==> config.mk <==
export PLATFORM = sky130hd
export DESIGN_NAME = button_multi_click_long_press_top_flat
export DESIGN_NICKNAME = d
export VERILOG_FILES = /design/src/rtl/core/bmc_pkg.sv /design/src/rtl/core/bmc_if.sv /design/src/rtl/core/bmc_core.sv /design/src/rtl/core/bmc_out.sv /design/src/rtl/core/button_multi_click_long_press_top.sv /design/src/flat_wrapper.sv
export SDC_FILE = /design/constraint.sdc
export NUM_CORES = 1
export LEC_CHECK = 0
export BUFFER_PORTS_ARGS = -buffer_cell sky130_fd_sc_hd__buf_2
export CELL_PAD_IN_SITES_DETAIL_PLACEMENT = 1
export CELL_PAD_IN_SITES_GLOBAL_PLACEMENT = 2
export CORE_ASPECT_RATIO = 0.5
export CORE_MARGIN = 3
export CORE_UTILIZATION = 39
export CTS_CLUSTER_SIZE = 24
export DETAILED_ROUTE_END_ITERATION = 16
export HOLD_SLACK_MARGIN = 0.06
export PLACE_DENSITY_LB_ADDON = 0.1
export SYNTH_ARGS = -nofsm -noshare
export SYNTH_HDL_FRONTEND = slang
export SYNTH_SLANG_ARGS = --single-unit
==> constraint.sdc <==
create_clock -name clk -period 5.3 [get_ports clk]
set_clock_uncertainty 0.1 [all_clocks]
set_input_delay 0.795 -clock clk [delete_from_list [all_inputs] [get_ports clk]]
set_output_delay 0.795 -clock clk [all_outputs]
set_load 0.03 [all_outputs]
==> src/rtl/core/bmc_pkg.sv <==
// Package: shared types, codes and helpers of the multi-click / long-press detector.
`timescale 1ns / 1ps

package bmc_pkg;

    localparam int KEY_W   = 2;
    localparam int EVENT_W = 3;
    localparam int CNT_W   = 8;
    localparam int CLICK_W = 4;
    localparam int CFG_IDX_W  = 1;
    localparam int CFG_DATA_W = 8;

    // Configuration register indexes
    localparam logic [CFG_IDX_W-1:0] REG_CLICK_GAP  = 1'd0;
    localparam logic [CFG_IDX_W-1:0] REG_LONG_PRESS = 1'd1;

    // Register reset values
    localparam logic [CNT_W-1:0] CLICK_GAP_RST  = 8'd20;
    localparam logic [CNT_W-1:0] LONG_PRESS_RST = 8'd100;

    // Event codes
    localparam logic [EVENT_W-1:0] EV_NONE   = 3'd0;
    localparam logic [EVENT_W-1:0] EV_SINGLE = 3'd1;
    localparam logic [EVENT_W-1:0] EV_QUINT  = 3'd5;
    localparam logic [EVENT_W-1:0] EV_LONG   = 3'd6;

    localparam logic [CLICK_W-1:0] CLICK_SAT = 4'd15;

    typedef struct packed {
        logic [CNT_W-1:0] click_gap_ticks;
        logic [CNT_W-1:0] long_press_ticks;
    } bmc_cfg_t;

    typedef struct packed {
        logic [EVENT_W-1:0] event_res;
        logic [KEY_W-1:0]   key_code;
    } bmc_res_t;

    function automatic logic [CNT_W-1:0] sat_inc8(input logic [CNT_W-1:0] v);
        return (v == {CNT_W{1'b1}}) ? v : v + 1'b1;
    endfunction

endpackage

==> src/rtl/core/bmc_if.sv <==
// Interfaces: key tick channel and event result channel.
`timescale 1ns / 1ps

interface bmc_key_if;
    logic                      valid;
    logic                      ready;
    logic [bmc_pkg::KEY_W-1:0] key_bits;

    modport source (output valid, output key_bits, input ready);
    modport sink   (input valid, input key_bits, output ready);
endinterface

interface bmc_res_if;
    logic                        valid;
    logic                        ready;
    logic [bmc_pkg::EVENT_W-1:0] event_res;
    logic [bmc_pkg::KEY_W-1:0]   key_code;

    modport source (output valid, output event_res, output key_code, input ready);
    modport sink   (input valid, input event_res, input key_code, output ready);
endinterface

==> src/rtl/core/bmc_core.sv <==
// Detector state machine: one state update per accepted tick item.
`timescale 1ns / 1ps

module bmc_core
(
    input  logic                      clk,
    input  logic                      rst_n,
    input  bmc_pkg::bmc_cfg_t         cfg,
    input  logic                      accept,
    input  logic [bmc_pkg::KEY_W-1:0] key_bits,
    output bmc_pkg::bmc_res_t         res
);

    typedef enum logic [1:0] {
        PH_UP   = 2'd0,
        PH_DOWN = 2'd1,
        PH_HOLD = 2'd2,
        PH_LONG = 2'd3
    } phase_t;

    phase_t                         phase_reg, phase_next;
    logic [bmc_pkg::CNT_W-1:0]      hold_count_reg, hold_count_next;
    logic [bmc_pkg::CNT_W-1:0]      gap_count_reg, gap_count_next;
    logic                           gap_running_reg, gap_running_next;
    logic [bmc_pkg::CLICK_W-1:0]    click_count_reg, click_count_next;
    logic [bmc_pkg::KEY_W-1:0]      latched_key_reg, latched_key_next;
    logic [bmc_pkg::CNT_W-1:0]      gap_inc;
    logic                           run_end;
    logic                           pressed;
    logic [bmc_pkg::EVENT_W-1:0]    ev;

    always_comb
    begin
        pressed = |key_bits;
        gap_inc = gap_running_reg ? bmc_pkg::sat_inc8(gap_count_reg) : gap_count_reg;
        run_end = gap_inc > cfg.click_gap_ticks;
        ev      = bmc_pkg::EV_NONE;

        phase_next       = phase_reg;
        hold_count_next  = hold_count_reg;
        gap_count_next   = gap_inc;
        gap_running_next = gap_running_reg;
        click_count_next = click_count_reg;
        latched_key_next = latched_key_reg;

        // gap expired: close the click run, report 1..5 clicks
        if (run_end)
        begin
            if (click_count_reg >= 4'(bmc_pkg::EV_SINGLE)
                && click_count_reg <= 4'(bmc_pkg::EV_QUINT))
            begin
                ev = click_count_reg[bmc_pkg::EVENT_W-1:0];
            end
            gap_count_next   = '0;
            gap_running_next = 1'b0;
            click_count_next = '0;
        end

        unique case (phase_reg)
            PH_UP:
            begin
                if (pressed)
                begin
                    phase_next = PH_DOWN;
                end
            end
            PH_DOWN:
            begin
                if (pressed)
                begin
                    gap_running_next = 1'b0;
                    phase_next       = PH_HOLD;
                    latched_key_next = key_bits;
                end
                else
                begin
                    phase_next = PH_UP;
                end
            end
            PH_HOLD:
            begin
                hold_count_next = bmc_pkg::sat_inc8(hold_count_reg);
                if (!pressed)
                begin
                    hold_count_next  = '0;
                    gap_count_next   = '0;
                    gap_running_next = 1'b1;
                    if (click_count_next < bmc_pkg::CLICK_SAT)
                    begin
                        click_count_next = click_count_next + 1'b1;
                    end
                    phase_next = PH_UP;
                end
                // long press overrides any click result of this tick
                if (hold_count_next > cfg.long_press_ticks)
                begin
                    phase_next       = PH_LONG;
                    gap_count_next   = '0;
                    gap_running_next = 1'b0;
                    click_count_next = '0;
                    latched_key_next = key_bits;
                    ev               = bmc_pkg::EV_LONG;
                end
            end
            PH_LONG:
            begin
                hold_count_next = bmc_pkg::sat_inc8(hold_count_reg);
                if (!pressed)
                begin
                    hold_count_next = '0;
                    phase_next      = PH_UP;
                end
            end
            default:
            begin
                phase_next = PH_UP;
            end
        endcase

        res.event_res = ev;
        res.key_code  = latched_key_next;
    end

    always_ff @(posedge clk or negedge rst_n)
    begin
        if (!rst_n)
        begin
            phase_reg       <= PH_UP;
            hold_count_reg  <= '0;
            gap_count_reg   <= '0;
            gap_running_reg <= 1'b0;
            click_count_reg <= '0;
            latched_key_reg <= '0;
        end
        else if (accept)
        begin
            phase_reg       <= phase_next;
            hold_count_reg  <= hold_count_next;
            gap_count_reg   <= gap_count_next;
            gap_running_reg <= gap_running_next;
            click_count_reg <= click_count_next;
            latched_key_reg <= latched_key_next;
        end
    end

endmodule

==> src/rtl/core/bmc_out.sv <==
// Result register with skid stage between the state machine and the result channel.
`timescale 1ns / 1ps

module bmc_out
(
    input  logic              clk,
    input  logic              rst_n,
    input  logic              accept,
    input  bmc_pkg::bmc_res_t res,
    output logic              ready,
    output logic              out_valid,
    input  logic              out_ready,
    output bmc_pkg::bmc_res_t out_res
);

    logic              out_valid_reg;
    bmc_pkg::bmc_res_t out_res_reg;
    logic              skid_valid_reg;
    bmc_pkg::bmc_res_t skid_res_reg;
    logic              out_free;

    assign out_free  = !out_valid_reg || out_ready;
    assign ready     = !skid_valid_reg;
    assign out_valid = out_valid_reg;
    assign out_res   = out_res_reg;

    always_ff @(posedge clk or negedge rst_n)
    begin
        if (!rst_n)
        begin
            out_valid_reg  <= 1'b0;
            skid_valid_reg <= 1'b0;
        end
        else if (out_free)
        begin
            if (skid_valid_reg)
            begin
                out_valid_reg  <= 1'b1;
                skid_valid_reg <= 1'b0;
            end
            else
            begin
                out_valid_reg <= accept;
            end
        end
        else if (accept)
        begin
            skid_valid_reg <= 1'b1;
        end
    end

    always_ff @(posedge clk)
    begin
        if (out_free)
        begin
            out_res_reg <= skid_valid_reg ? skid_res_reg : res;
        end
        if (!out_free && accept)
        begin
            skid_res_reg <= res;
        end
    end

endmodule

==> src/rtl/core/button_multi_click_long_press_top.sv <==
// Top level: multi-click and long-press detector for two sampled keys.
`timescale 1ns / 1ps

// Usage
//   key_chan (sink): one item per scan tick carrying key_bits, the sampled
//   pressed levels of the two keys. res_chan (source): exactly one item per
//   tick: event_res (0 none, 1..5 single..quintuple click, 6 long press)
//   and key_code, the key bits latched at press confirmation and at long press.
//   cfg_we/cfg_index/cfg_data write click_gap_ticks (index 0) and
//   long_press_ticks (index 1); write only while no ticks are in flight.
// Result path: the result of an accepted tick is formed combinationally and
//   captured in the result register, or in the skid stage on a stall.
// Throughput: one tick per cycle unless stalled; the whole state update
//   is a single pass of compares and 8-bit increments ahead of the state registers.
// Stall: a result register plus a one-entry skid stage buffer results;
//   key_chan.ready drops only when both are full, and no item is lost.
// Reset: rst_n (async, active low) returns the machine to the up phase,
//   clears all counters and the latched key, empties both output stages, and
//   loads the register defaults (gap 20, long press 100 ticks).
module button_multi_click_long_press_top
(
    input  logic                           clk,
    input  logic                           rst_n,
    bmc_key_if.sink                        key_chan,
    bmc_res_if.source                      res_chan,
    input  logic                           cfg_we,
    input  logic [bmc_pkg::CFG_IDX_W-1:0]  cfg_index,
    input  logic [bmc_pkg::CFG_DATA_W-1:0] cfg_data
);

    bmc_pkg::bmc_cfg_t cfg_reg;
    bmc_pkg::bmc_res_t core_res;
    bmc_pkg::bmc_res_t out_res;
    logic              in_ready;
    logic              accept;

    // configuration registers
    always_ff @(posedge clk or negedge rst_n)
    begin
        if (!rst_n)
        begin
            cfg_reg.click_gap_ticks  <= bmc_pkg::CLICK_GAP_RST;
            cfg_reg.long_press_ticks <= bmc_pkg::LONG_PRESS_RST;
        end
        else if (cfg_we)
        begin
            unique case (cfg_index)
                bmc_pkg::REG_CLICK_GAP:  cfg_reg.click_gap_ticks  <= cfg_data;
                bmc_pkg::REG_LONG_PRESS: cfg_reg.long_press_ticks <= cfg_data;
                default: ;
            endcase
        end
    end

    assign key_chan.ready = in_ready;
    assign accept         = key_chan.valid && in_ready;

    bmc_core u_core
    (
        .clk      (clk),
        .rst_n    (rst_n),
        .cfg      (cfg_reg),
        .accept   (accept),
        .key_bits (key_chan.key_bits),
        .res      (core_res)
    );

    bmc_out u_out
    (
        .clk       (clk),
        .rst_n     (rst_n),
        .accept    (accept),
        .res       (core_res),
        .ready     (in_ready),
        .out_valid (res_chan.valid),
        .out_ready (res_chan.ready),
        .out_res   (out_res)
    );

    assign res_chan.event_res = out_res.event_res;
    assign res_chan.key_code  = out_res.key_code;

    // a long event always carries the key that was held
    a_long_has_key: assert property (@(posedge clk) disable iff (!rst_n)
        res_chan.valid && res_chan.event_res == bmc_pkg::EV_LONG
        |-> res_chan.key_code != '0)
        else $error("long press reported with empty key code");

    // input back-pressure only when results are waiting
    a_stall_has_result: assert property (@(posedge clk) disable iff (!rst_n)
        !key_chan.ready |-> res_chan.valid)
        else $error("input stalled with no result pending");

    // one result per tick: an accepted tick leaves res_chan.valid high in the next cycle
    a_tick_gives_result: assert property (@(posedge clk) disable iff (!rst_n)
        key_chan.valid && key_chan.ready |=> res_chan.valid)
        else $error("accepted tick produced no result");

endmodule
==> src/flat_wrapper.sv <==
// flat-port wrapper written by rule: the top's interface ports become plain ports
module button_multi_click_long_press_top_flat 
  (clk, rst_n, cfg_we, cfg_index, cfg_data, key_chan_valid, key_chan_key_bits, key_chan_ready, res_chan_valid, res_chan_event_res, res_chan_key_code, res_chan_ready);
  bmc_key_if key_chan_i ();
  bmc_res_if res_chan_i ();
  input  logic clk;
  input  logic rst_n;
  input  logic cfg_we;
  input  logic [bmc_pkg::CFG_IDX_W-1:0] cfg_index;
  input  logic [bmc_pkg::CFG_DATA_W-1:0] cfg_data;
  input wire logic [$bits(key_chan_i.valid)-1:0] key_chan_valid;
  input wire logic [$bits(key_chan_i.key_bits)-1:0] key_chan_key_bits;
  output wire logic [$bits(key_chan_i.ready)-1:0] key_chan_ready;
  output wire logic [$bits(res_chan_i.valid)-1:0] res_chan_valid;
  output wire logic [$bits(res_chan_i.event_res)-1:0] res_chan_event_res;
  output wire logic [$bits(res_chan_i.key_code)-1:0] res_chan_key_code;
  input wire logic [$bits(res_chan_i.ready)-1:0] res_chan_ready;
  assign key_chan_i.valid = key_chan_valid;
  assign key_chan_i.key_bits = key_chan_key_bits;
  assign key_chan_ready = key_chan_i.ready;
  assign res_chan_valid = res_chan_i.valid;
  assign res_chan_event_res = res_chan_i.event_res;
  assign res_chan_key_code = res_chan_i.key_code;
  assign res_chan_i.ready = res_chan_ready;
  button_multi_click_long_press_top u_core (.clk(clk), .rst_n(rst_n), .key_chan(key_chan_i), .res_chan(res_chan_i), .cfg_we(cfg_we), .cfg_index(cfg_index), .cfg_data(cfg_data));
endmodule
==> results of run 1 <==
[cell type report]
cell class	count	area [µm²]	share of cell area (%)
Timing Repair Buffer	24	125	3.57
Sequential cell	53	1380	39.5
Inverter	24	90.1	2.57
Clock inverter	2	10.0	0.286
Tap cell	108	135	3.86
Multi-Input combinational cell	237	1630	46.6
Clock buffer	6	129	3.68
[routing by layer]
metal / track usage [%] / routed length, µm / up-vias
li1: - / - / 1210
met4: 3.69 / 30 / 0
met2: 27.3 / 3290 / 34
met5: 0 / 0 / -
met3: 4.86 / 328 / 4
met1: 25.0 / 3860 / 1201
[cell families after synthesis]
kind of cell,share of synthesized area (%)
and+or+nand+nor,18.0
DFF,44.0
xor gates and xnor gates,2.51
buffers and inverters,4.18
adders and majority gates,9.55
AOI/OAI and AO/OA,17.2
muxes,4.61
[how the worst max path moves through the flow]
stage                                                    start                                            to  cells after the start
floorplan           u_core.u_core.gap_count_reg[0]$_DFFE_PN0P_  u_core.u_core.click_count_reg[0]$_DFFE_PN0P_                     16
global placement                          key_chan_key_bits[1]             u_core.u_out.out_res[2]$_DFFE_PN_                     11
detailed placement                        key_chan_key_bits[1]             u_core.u_out.out_res[2]$_DFFE_PN_                     11
CTS                 u_core.u_core.gap_count_reg[0]$_DFFE_PN0P_  u_core.u_core.click_count_reg[0]$_DFFE_PN0P_                     15
global route        u_core.u_core.gap_count_reg[0]$_DFFE_PN0P_  u_core.u_core.click_count_reg[0]$_DFFE_PN0P_                     14
finish              u_core.u_core.gap_count_reg[0]$_DFFE_PN0P_  u_core.u_core.click_count_reg[0]$_DFFE_PN0P_                     15
[cells in the mapped netlist, types with 5 or more instances]
master / instances / area [µm²]
nor2_1: 22 / 82.6
mux2_2: 11 / 124
inv_1: 23 / 86.3
nand2_1: 45 / 169
edfxtp_1: 10 / 300
o211ai_1: 6 / 45.0
ha_1: 24 / 300
o21ai_0: 21 / 105
and4_1: 5 / 43.8
xnor2_1: 5 / 43.8
a31oi_1: 7 / 43.8
a22o_1: 7 / 61.3
nand4_1: 8 / 50.1
dfrtp_1: 38 / 951
clkbuf_1: 5 / 18.8
dfstp_2: 5 / 131
a21oi_1: 10 / 50.1
[report_power, final]
group	total [mW]	internal [mW]	switching (mW)
Combinational	0.400	0.156	0.244
Sequential	0.564	0.500	0.0642
Clock	0.323	0.174	0.148
Total	1.29	0.830	0.456
==> run metrics, run 1 <==
hold endpoint u_core.cfg_reg[0]$_DFFE_PN0P_; R2R Path End u_core.u_core.click_count_reg[0]$_DFFE_PN0P_; CTS tree built; worst-case clock buffer depth 2; Initial Utilization 41.6%; hold_buf cts 0; Setup crit end kind register; post-CTS setup buffer count 0; # IOs 23; CORE AREA 0.00757 mm²; Reg2Reg Setup Slack 1.40 ns; Overall Power 1.29 mW; final setup margin 1.40 ns; crit-path cells ha_1 -> nand4_1 -> o21a_1 -> nand4_1 -> xnor2_1 -> ha_1 -> o211ai_1 -> a21oi_1 -> o31ai_4 -> and2_1 -> ha_1 -> and3_1 -> or2_2 -> a41o_1 -> a31o_2; Slew Limit Headroom 34.6%; Routability Congestion 0.823; CTS Buf Count 5; final net count 385; hold depth 1; Netlist Area Pre-Place 0.00315 mm²; Top FF cell, synth dfrtp_1; H-tree Lvls 2; # fillers 877; Place WS 1.36 ns; Warnings, synthesis 0; CP max-delay cell dfrtp_1; RR Startpoint u_core.u_core.gap_count_reg[0]$_DFFE_PN0P_; Pins Over Slew Limit 0; Tmin final 3.90 ns; crit share post-route 73.7%; Post-CTS Resized 0; number of detailed-route iterations in the first pass 4; drt total wl 7520 µm; unrepaired setup endpoints after global routing false; grt ovf 0; # rows 22; Residual DRC 0; max_cap viols 0; clk_lat worst skew 0.29 ns; fin util 46.3%; DR vias 2449; Pleak 1.55 nW; run status finished, final reports clean; peak supply drop 130 µV; n_diodes 0; Placement Cell Area 0.00336 mm²; dpl hpwl 5760 µm; share of layout cells above drive strength 1 16.8%; initial DRC count 88; Fin. Hold Viols 0; Die Span Y 69.5 µm; number of enable flip-flop cells after synthesis 10; Via-to-Cell Ratio 5.39; worst hold slack 0.414 ns; Worst Tran Pin Value 0.982 ns; Mapped Nets 363; Worst Path Arrival 3.99 ns; max FFs per register 16; GRT Overall Usage 17.7%; WL per Instance 16.6 µm; I/O Buffers 22; most frequent cells in the layout nand2_1 (45), dfrtp_1 (38), ha_1 (24); die area 0.00924 mm²; crit path kind register to register; crit-path leading delay family compound AO/OA/AOI/OAI gates; Seq cells post-synth 53; Post-synth ARST share 81.1%; hold_sp u_core.cfg_reg[0]$_DFFE_PN0P_; Peak Freq 256 MHz; Unique masters post-synth 55; Buf+Inv Stages, Crit Path 0; clock root buffer master clkbuf_16; Crit Path Max Fanout 17; most common cell after layout, fill and taps aside nand2_1; Pwr Density 367 mW/mm²; ANT nets after route 0; final instance area 0.00350 mm²; Hold/Removal Path Class register to register; setup_tns 0 ns; Finished Layout Cells 454; largest net degree at the start of global routing 44; WP data required 5.39 ns; CTS clk-pin slew, worst paths 0.07 ns; initial antenna violation count 0; placed cell count 446; Die W 133 µm; slowest cell delay on critical path 0.44 ns; setup violators final 0; number of global-route vias before repair 2650; Register-to-Register Path Depth 15; sequential share of the synthesized area 44.0%; most frequent CP cell ha_1; first-pass GRT wire length 13200 µm; clock sink count 53; Setup crit start kind register; Cells after Synth 323; Post-Syn Area per Cell 9.74 µm²; area grow syn2layout 11.4%
(Power assumes the default switching activity.)
==> run 2: changes to the inputs <==
- CORE_UTILIZATION: 39 -> 35
- clock period: 5.3 -> 3.4 ns (I/O delays scaled with it)
==> run metrics, run 2 (synthesized netlist as in run 1, its figures left out) <==
Via-to-Cell Ratio 5.32; initial DRC count 121; WP data required 3.49 ns; Residual DRC 0; CORE AREA 0.00835 mm²; number of detailed-route iterations in the first pass 4; most frequent cells in the layout nand2_1 (44), buf_4 (39), dfrtp_1 (38); WL per Instance 17.1 µm; clock sink count 53; fin util 46.5%; I/O Buffers 22; Hold/Removal Path Class input pin to async pin; number of global-route vias before repair 2778; Setup crit start kind register; Worst Path Arrival 3.43 ns; max FFs per register 16; CTS tree built; final instance area 0.00388 mm²; # fillers 953; setup_tns 0 ns; crit-path cells ha_2 -> nand4_1 -> o21a_2 -> nand4_1 -> xnor2_2 -> ha_4 -> o211ai_1 -> a21oi_2 -> o31ai_4 -> and2_4 -> ha_4 -> and3_4 -> or2_4 -> a41o_1 -> a31o_2; DR vias 2632; die area 0.0102 mm²; initial antenna violation count 0; Buf+Inv Stages, Crit Path 0; CTS Buf Count 5; crit path kind register to register; GRT Overall Usage 17.3%; n_diodes 0; final net count 422; Finished Layout Cells 495; Setup crit end kind register; share of layout cells above drive strength 1 28.7%; first-pass GRT wire length 14000 µm; # rows 23; largest net degree at the start of global routing 44; area grow syn2layout 23.3%; unrepaired setup endpoints after global routing true; Reg2Reg Setup Slack 0.07 ns; Peak Freq 300 MHz; slowest cell delay on critical path 0.39 ns; Tmin final 3.33 ns; CP max-delay cell dfrtp_1; Initial Utilization 37.7%; Die W 140 µm; Fin. Hold Viols 0; max_cap viols 0; most common cell after layout, fill and taps aside nand2_1; placed cell count 478; Pins Over Slew Limit 0; drt total wl 8470 µm; # IOs 23; worst hold slack 0.297 ns; Routability Congestion 0.852; clk_lat worst skew 0.30 ns; Slew Limit Headroom 30.6%; Placement Cell Area 0.00361 mm²; Crit Path Max Fanout 6; worst-case clock buffer depth 2; ANT nets after route 0; crit share post-route 98.0%; Pleak 1.76 nW; setup violators final 0; Die Span Y 73.0 µm; Pwr Density 553 mW/mm²; CTS clk-pin slew, worst paths 0.07 ns; clock root buffer master clkbuf_16; crit-path leading delay family compound AO/OA/AOI/OAI gates; dpl hpwl 6230 µm; Worst Tran Pin Value 1.04 ns; peak supply drop 202 µV; H-tree Lvls 2; grt ovf 0; run status finished, final reports clean
-- run 2: cell types whose count changed in the layout (fill, tap and decap cells not counted), sizes merged --
cell,change
buf,+37
clkbuf,+1
clkinv,-1
-- run 2: worst paths after layout --
path | to | from | cells past startpoint
max | u_core.u_core.click_count_reg[0]$_DFFE_PN0P_ | u_core.u_core.gap_count_reg[0]$_DFFE_PN0P_ | 15
min | u_core.cfg_reg[4]$_DFFE_PN0P_ | rst_n | 1
max reg2reg | u_core.u_core.click_count_reg[0]$_DFFE_PN0P_ | u_core.u_core.gap_count_reg[0]$_DFFE_PN0P_ | 15
min reg2reg | u_core.cfg_reg[7]$_DFFE_PN0P_ | u_core.cfg_reg[7]$_DFFE_PN0P_ | 1
max in group asynchronous | u_core.cfg_reg[0]$_DFFE_PN0P_ | rst_n | 1
min in group clk | u_core.cfg_reg[12]$_DFFE_PN1P_ | cfg_data[4] | 3
-- run 2: layout make-up --
| type | count | area [µm²] | share of cell area [%] |
|---|---|---|---|
| clock buffers | 7 | 133 | 3.42 |
| inverters | 24 | 90.1 | 2.32 |
| well taps | 112 | 140 | 3.61 |
| flip-flops and latches | 53 | 1380 | 35.7 |
| repair buffers | 61 | 403 | 10.4 |
| clock inverters | 1 | 5.00 | 0.129 |
| multi-input cells | 237 | 1720 | 44.5 |
-- run 2: through the flow --
stage,total power [mW],setup WS [ns]
2_1_floorplan,1.35,0.0169
3_3_place_gp,1.56,0.0707
3_5_place_dp,1.61,0.0122
4_1_cts,2.13,0.00213
5_1_grt,2.31,-0.0951
6_report,2.15,0.0697
-- run 2: worst reg2reg max path, delay by kind of cell, from the launching register on --
family          cells  cell delay, ns
compound gates      6            0.98
xor+xnor            1            0.21
fa+ha+maj           3            0.66
flops               1            0.39
simple gates        5            0.86
-- run 2: repair_timing --
item	in CTS	in global routing
endpoints found under the setup margin	0	20
hold buffers	0	0
resized for setup	0	14
setup buffers	0	9
-- run 2: layer usage --
metal | GRT usage [%] | wire (µm)
met5 | 0 | 0
met4 | 3.76 | 50
met3 | 3.86 | 296
met2 | 27.5 | 3740
met1 | 24.4 | 4380
-- run 2: report_power, final --
group          switching (mW)  internal, mW
Sequential             0.0880         0.779
Clock                   0.242         0.274
Combinational           0.436         0.327
Total                   0.766          1.38
==> run 3: changes to the inputs <==
- ABC_AREA: default -> 1
- CORE_UTILIZATION: 35 -> 33
- CTS_BUF_LIST: default -> sky130_fd_sc_hd__clkbuf_8
==> run metrics, run 3 <==
hold_buf cts 0; Tmin final 3.29 ns; Warnings, synthesis 0; max_cap viols 0; setup violators final 0; clk_lat worst skew 0.32 ns; Top FF cell, synth dfrtp_1; number of enable flip-flop cells after synthesis 10; Pwr Density 638 mW/mm²; n_diodes 0; Finished Layout Cells 580; first-pass GRT wire length 13800 µm; Peak Freq 304 MHz; Setup crit start kind register; Via-to-Cell Ratio 4.77; Residual DRC 0; worst-case clock buffer depth 2; ANT nets after route 0; # fillers 1115; Routability Congestion 0.888; Fin. Hold Viols 0; Crit Path Max Fanout 4; Setup crit end kind register; WP data required 3.52 ns; placed cell count 561; CTS clk-pin slew, worst paths 0.11 ns; DR vias 2764; Cells after Synth 409; crit path kind register to register; clock root buffer master clkbuf_8; I/O Buffers 22; P_sw 1.02 mW; Clock power frac 18.4%; main area contributors after synthesis dfrtp_1 (30%), nand2_1 (14%), edfxtp_1 (9.4%); initial antenna violation count 0; Unique masters post-synth 32; Worst Path Arrival 3.41 ns; logic gate share of total power 43.6%; Post-synth ARST share 81.1%; Worst Tran Pin Value 1.09 ns; Initial Utilization 35.2%; top cell type's share of synthesized area 29.9%; area grow syn2layout 20.9%; unrepaired setup endpoints after global routing true; register area 0.00138 mm²; grt ovf 0; Netlist Area Pre-Place 0.00318 mm²; most frequent cell after synthesis nand2_1; die area 0.0109 mm²; clock sink count 53; CTS Buf Count 5; share of layout cells above drive strength 1 22.2%; crit share post-route 96.9%; slowest cell delay on critical path 0.41 ns; Int Power 1.43 mW; sequential share of the synthesized area 43.5%; Die Span Y 75.4 µm; drt total wl 8480 µm; sw frac 41.6%; number of detailed-route iterations in the first pass 4; # IOs 23; # rows 24; Pins Over Slew Limit 0; final net count 489; largest area contributor in the netlist dfrtp_1; Slew Limit Headroom 27.6%; portion of total power attributed to sequential cells 38.0%; Buf+Inv Stages, Crit Path 5; dpl hpwl 6250 µm; Register-to-Register Path Depth 26; CORE AREA 0.00904 mm²; H-tree Lvls 2; most common cell after layout, fill and taps aside nand2_1; Seq cells post-synth 53; WL per Instance 14.6 µm; initial DRC count 82; fin util 42.5%; Mapped Nets 449; critical path depth in cells 26; Pleak 1.88 nW; final instance area 0.00384 mm²; Multi-input gate area 0.00170 mm²; Hold/Removal Path Class input pin to async pin; worst hold slack 0.253 ns; Placement Cell Area 0.00346 mm²; CP max-delay cell dfrtp_1; Post-Syn Area per Cell 7.77 µm²; largest net degree at the start of global routing 44; peak supply drop 169 µV; number of global-route vias before repair 2903; CTS tree built; run status finished, final reports clean; GRT Overall Usage 16.1%; max FFs per register 16; most frequent cells after synthesis nand2_1 (118), inv_1 (60), dfrtp_1 (38); Die W 145 µm; most frequent cells in the layout nand2_1 (113), inv_1 (59), dfrtp_1 (38); crit-path leading delay family simple AND/OR/NAND/NOR gates; most frequent CP cell nand2_1
-- run 3: cell count changes after synthesis, sizes merged, moves of 6 or more --
| cell | delta |
|---|---|
| o21ai | +24 |
| nand3 | +14 |
| nor2 | +8 |
| a22o | -7 |
| nand2 | +74 |
| inv | +43 |
| a21oi | +6 |
| and4 | -6 |
| mux2 | -12 |
-- run 3: power groups by stage --
| stage | logic, mW | clock network [mW] | registers [mW] |
|---|---|---|---|
| global route | 1.23 | 0.491 | 0.955 |
| global placement | 0.921 | 0 | 0.939 |
| finish | 1.07 | 0.451 | 0.932 |
| floorplan | 0.656 | 0 | 0.950 |
| CTS | 0.985 | 0.468 | 0.929 |
| detailed placement | 0.959 | 0 | 0.944 |
-- run 3: metal layers --
| metal | global-route usage (%) | vias up | routed length [µm] | share of wire [%] |
|---|---|---|---|---|
| met1 | 21.5 | 1315 | 4220 | 50 |
| met4 | 2.90 | 0 | 102 | 1.2 |
| met2 | 27.3 | 50 | 3810 | 45 |
| li1 | - | 1391 | - | - |
| met3 | 4.01 | 8 | 351 | 4.1 |
| met5 | 0 | - | 0 | 0 |
-- run 3: worst reg2reg max path, delay by kind of cell, from the launching register on --
family                     cells  cell delay (ns)
and+or+nand+nor               16             1.37
adders and majority gates      3             0.64
buffers and inverters          5             0.48
DFF                            1             0.41
xor gates and xnor gates       1             0.15
AOI/OAI and AO/OA              1             0.06
-- run 3: final timing paths --
kind / from / endpoint / slack [ns]
min reg2reg: u_core.cfg_reg[10]$_DFFE_PN1P_ / u_core.cfg_reg[10]$_DFFE_PN1P_ / 0.40
max in group asynchronous: rst_n / u_core.cfg_reg[14]$_DFFE_PN0P_ / 2.24
max: u_core.u_core.gap_count_reg[1]$_DFFE_PN0P_ / u_core.u_core.click_count_reg[1]$_DFFE_PN0P_ / 0.11
min: rst_n / u_core.u_out.out_valid$_DFFE_PN0N_ / 0.25
min in group clk: key_chan_valid / u_core.u_out.out_valid$_DFFE_PN0N_ / 0.31
max reg2reg: u_core.u_core.gap_count_reg[1]$_DFFE_PN0P_ / u_core.u_core.click_count_reg[1]$_DFFE_PN0P_ / 0.11
-- run 3: final cells by class --
class,count,area share [%]
multi-input combinational,284,44.2
sequential,53,36.0
inverter,67,6.54
timing repair buffer,38,6.18
tap,130,4.23
clock buffer,5,1.79
clock inverter,3,1.07
-- run 3: repair_timing --
action	CTS	global route
endpoints found under the setup margin	3	15
pin swaps	3	20
resized for setup	2	34
endpoints found under the hold margin	0	0
setup buffers	3	8
-- run 3: cells by family after synthesis --
group           share of synthesized area (%)
simple gates                             25.0
compound gates                           12.0
xor+xnor                                 1.38
fa+ha+maj                                9.45
flops                                    43.5
buf+inv                                  8.66
-- run 3: stage by stage --
stage          TNS (ns)  setup WS, ns  total power, mW
5_1_grt          -0.782        -0.218             2.67
3_5_place_dp     -0.156       -0.0661             1.90
4_1_cts               0        0.0224             2.38
3_3_place_gp          0         0.105             1.86
6_report              0         0.106             2.45
2_1_floorplan         0         0.269             1.61
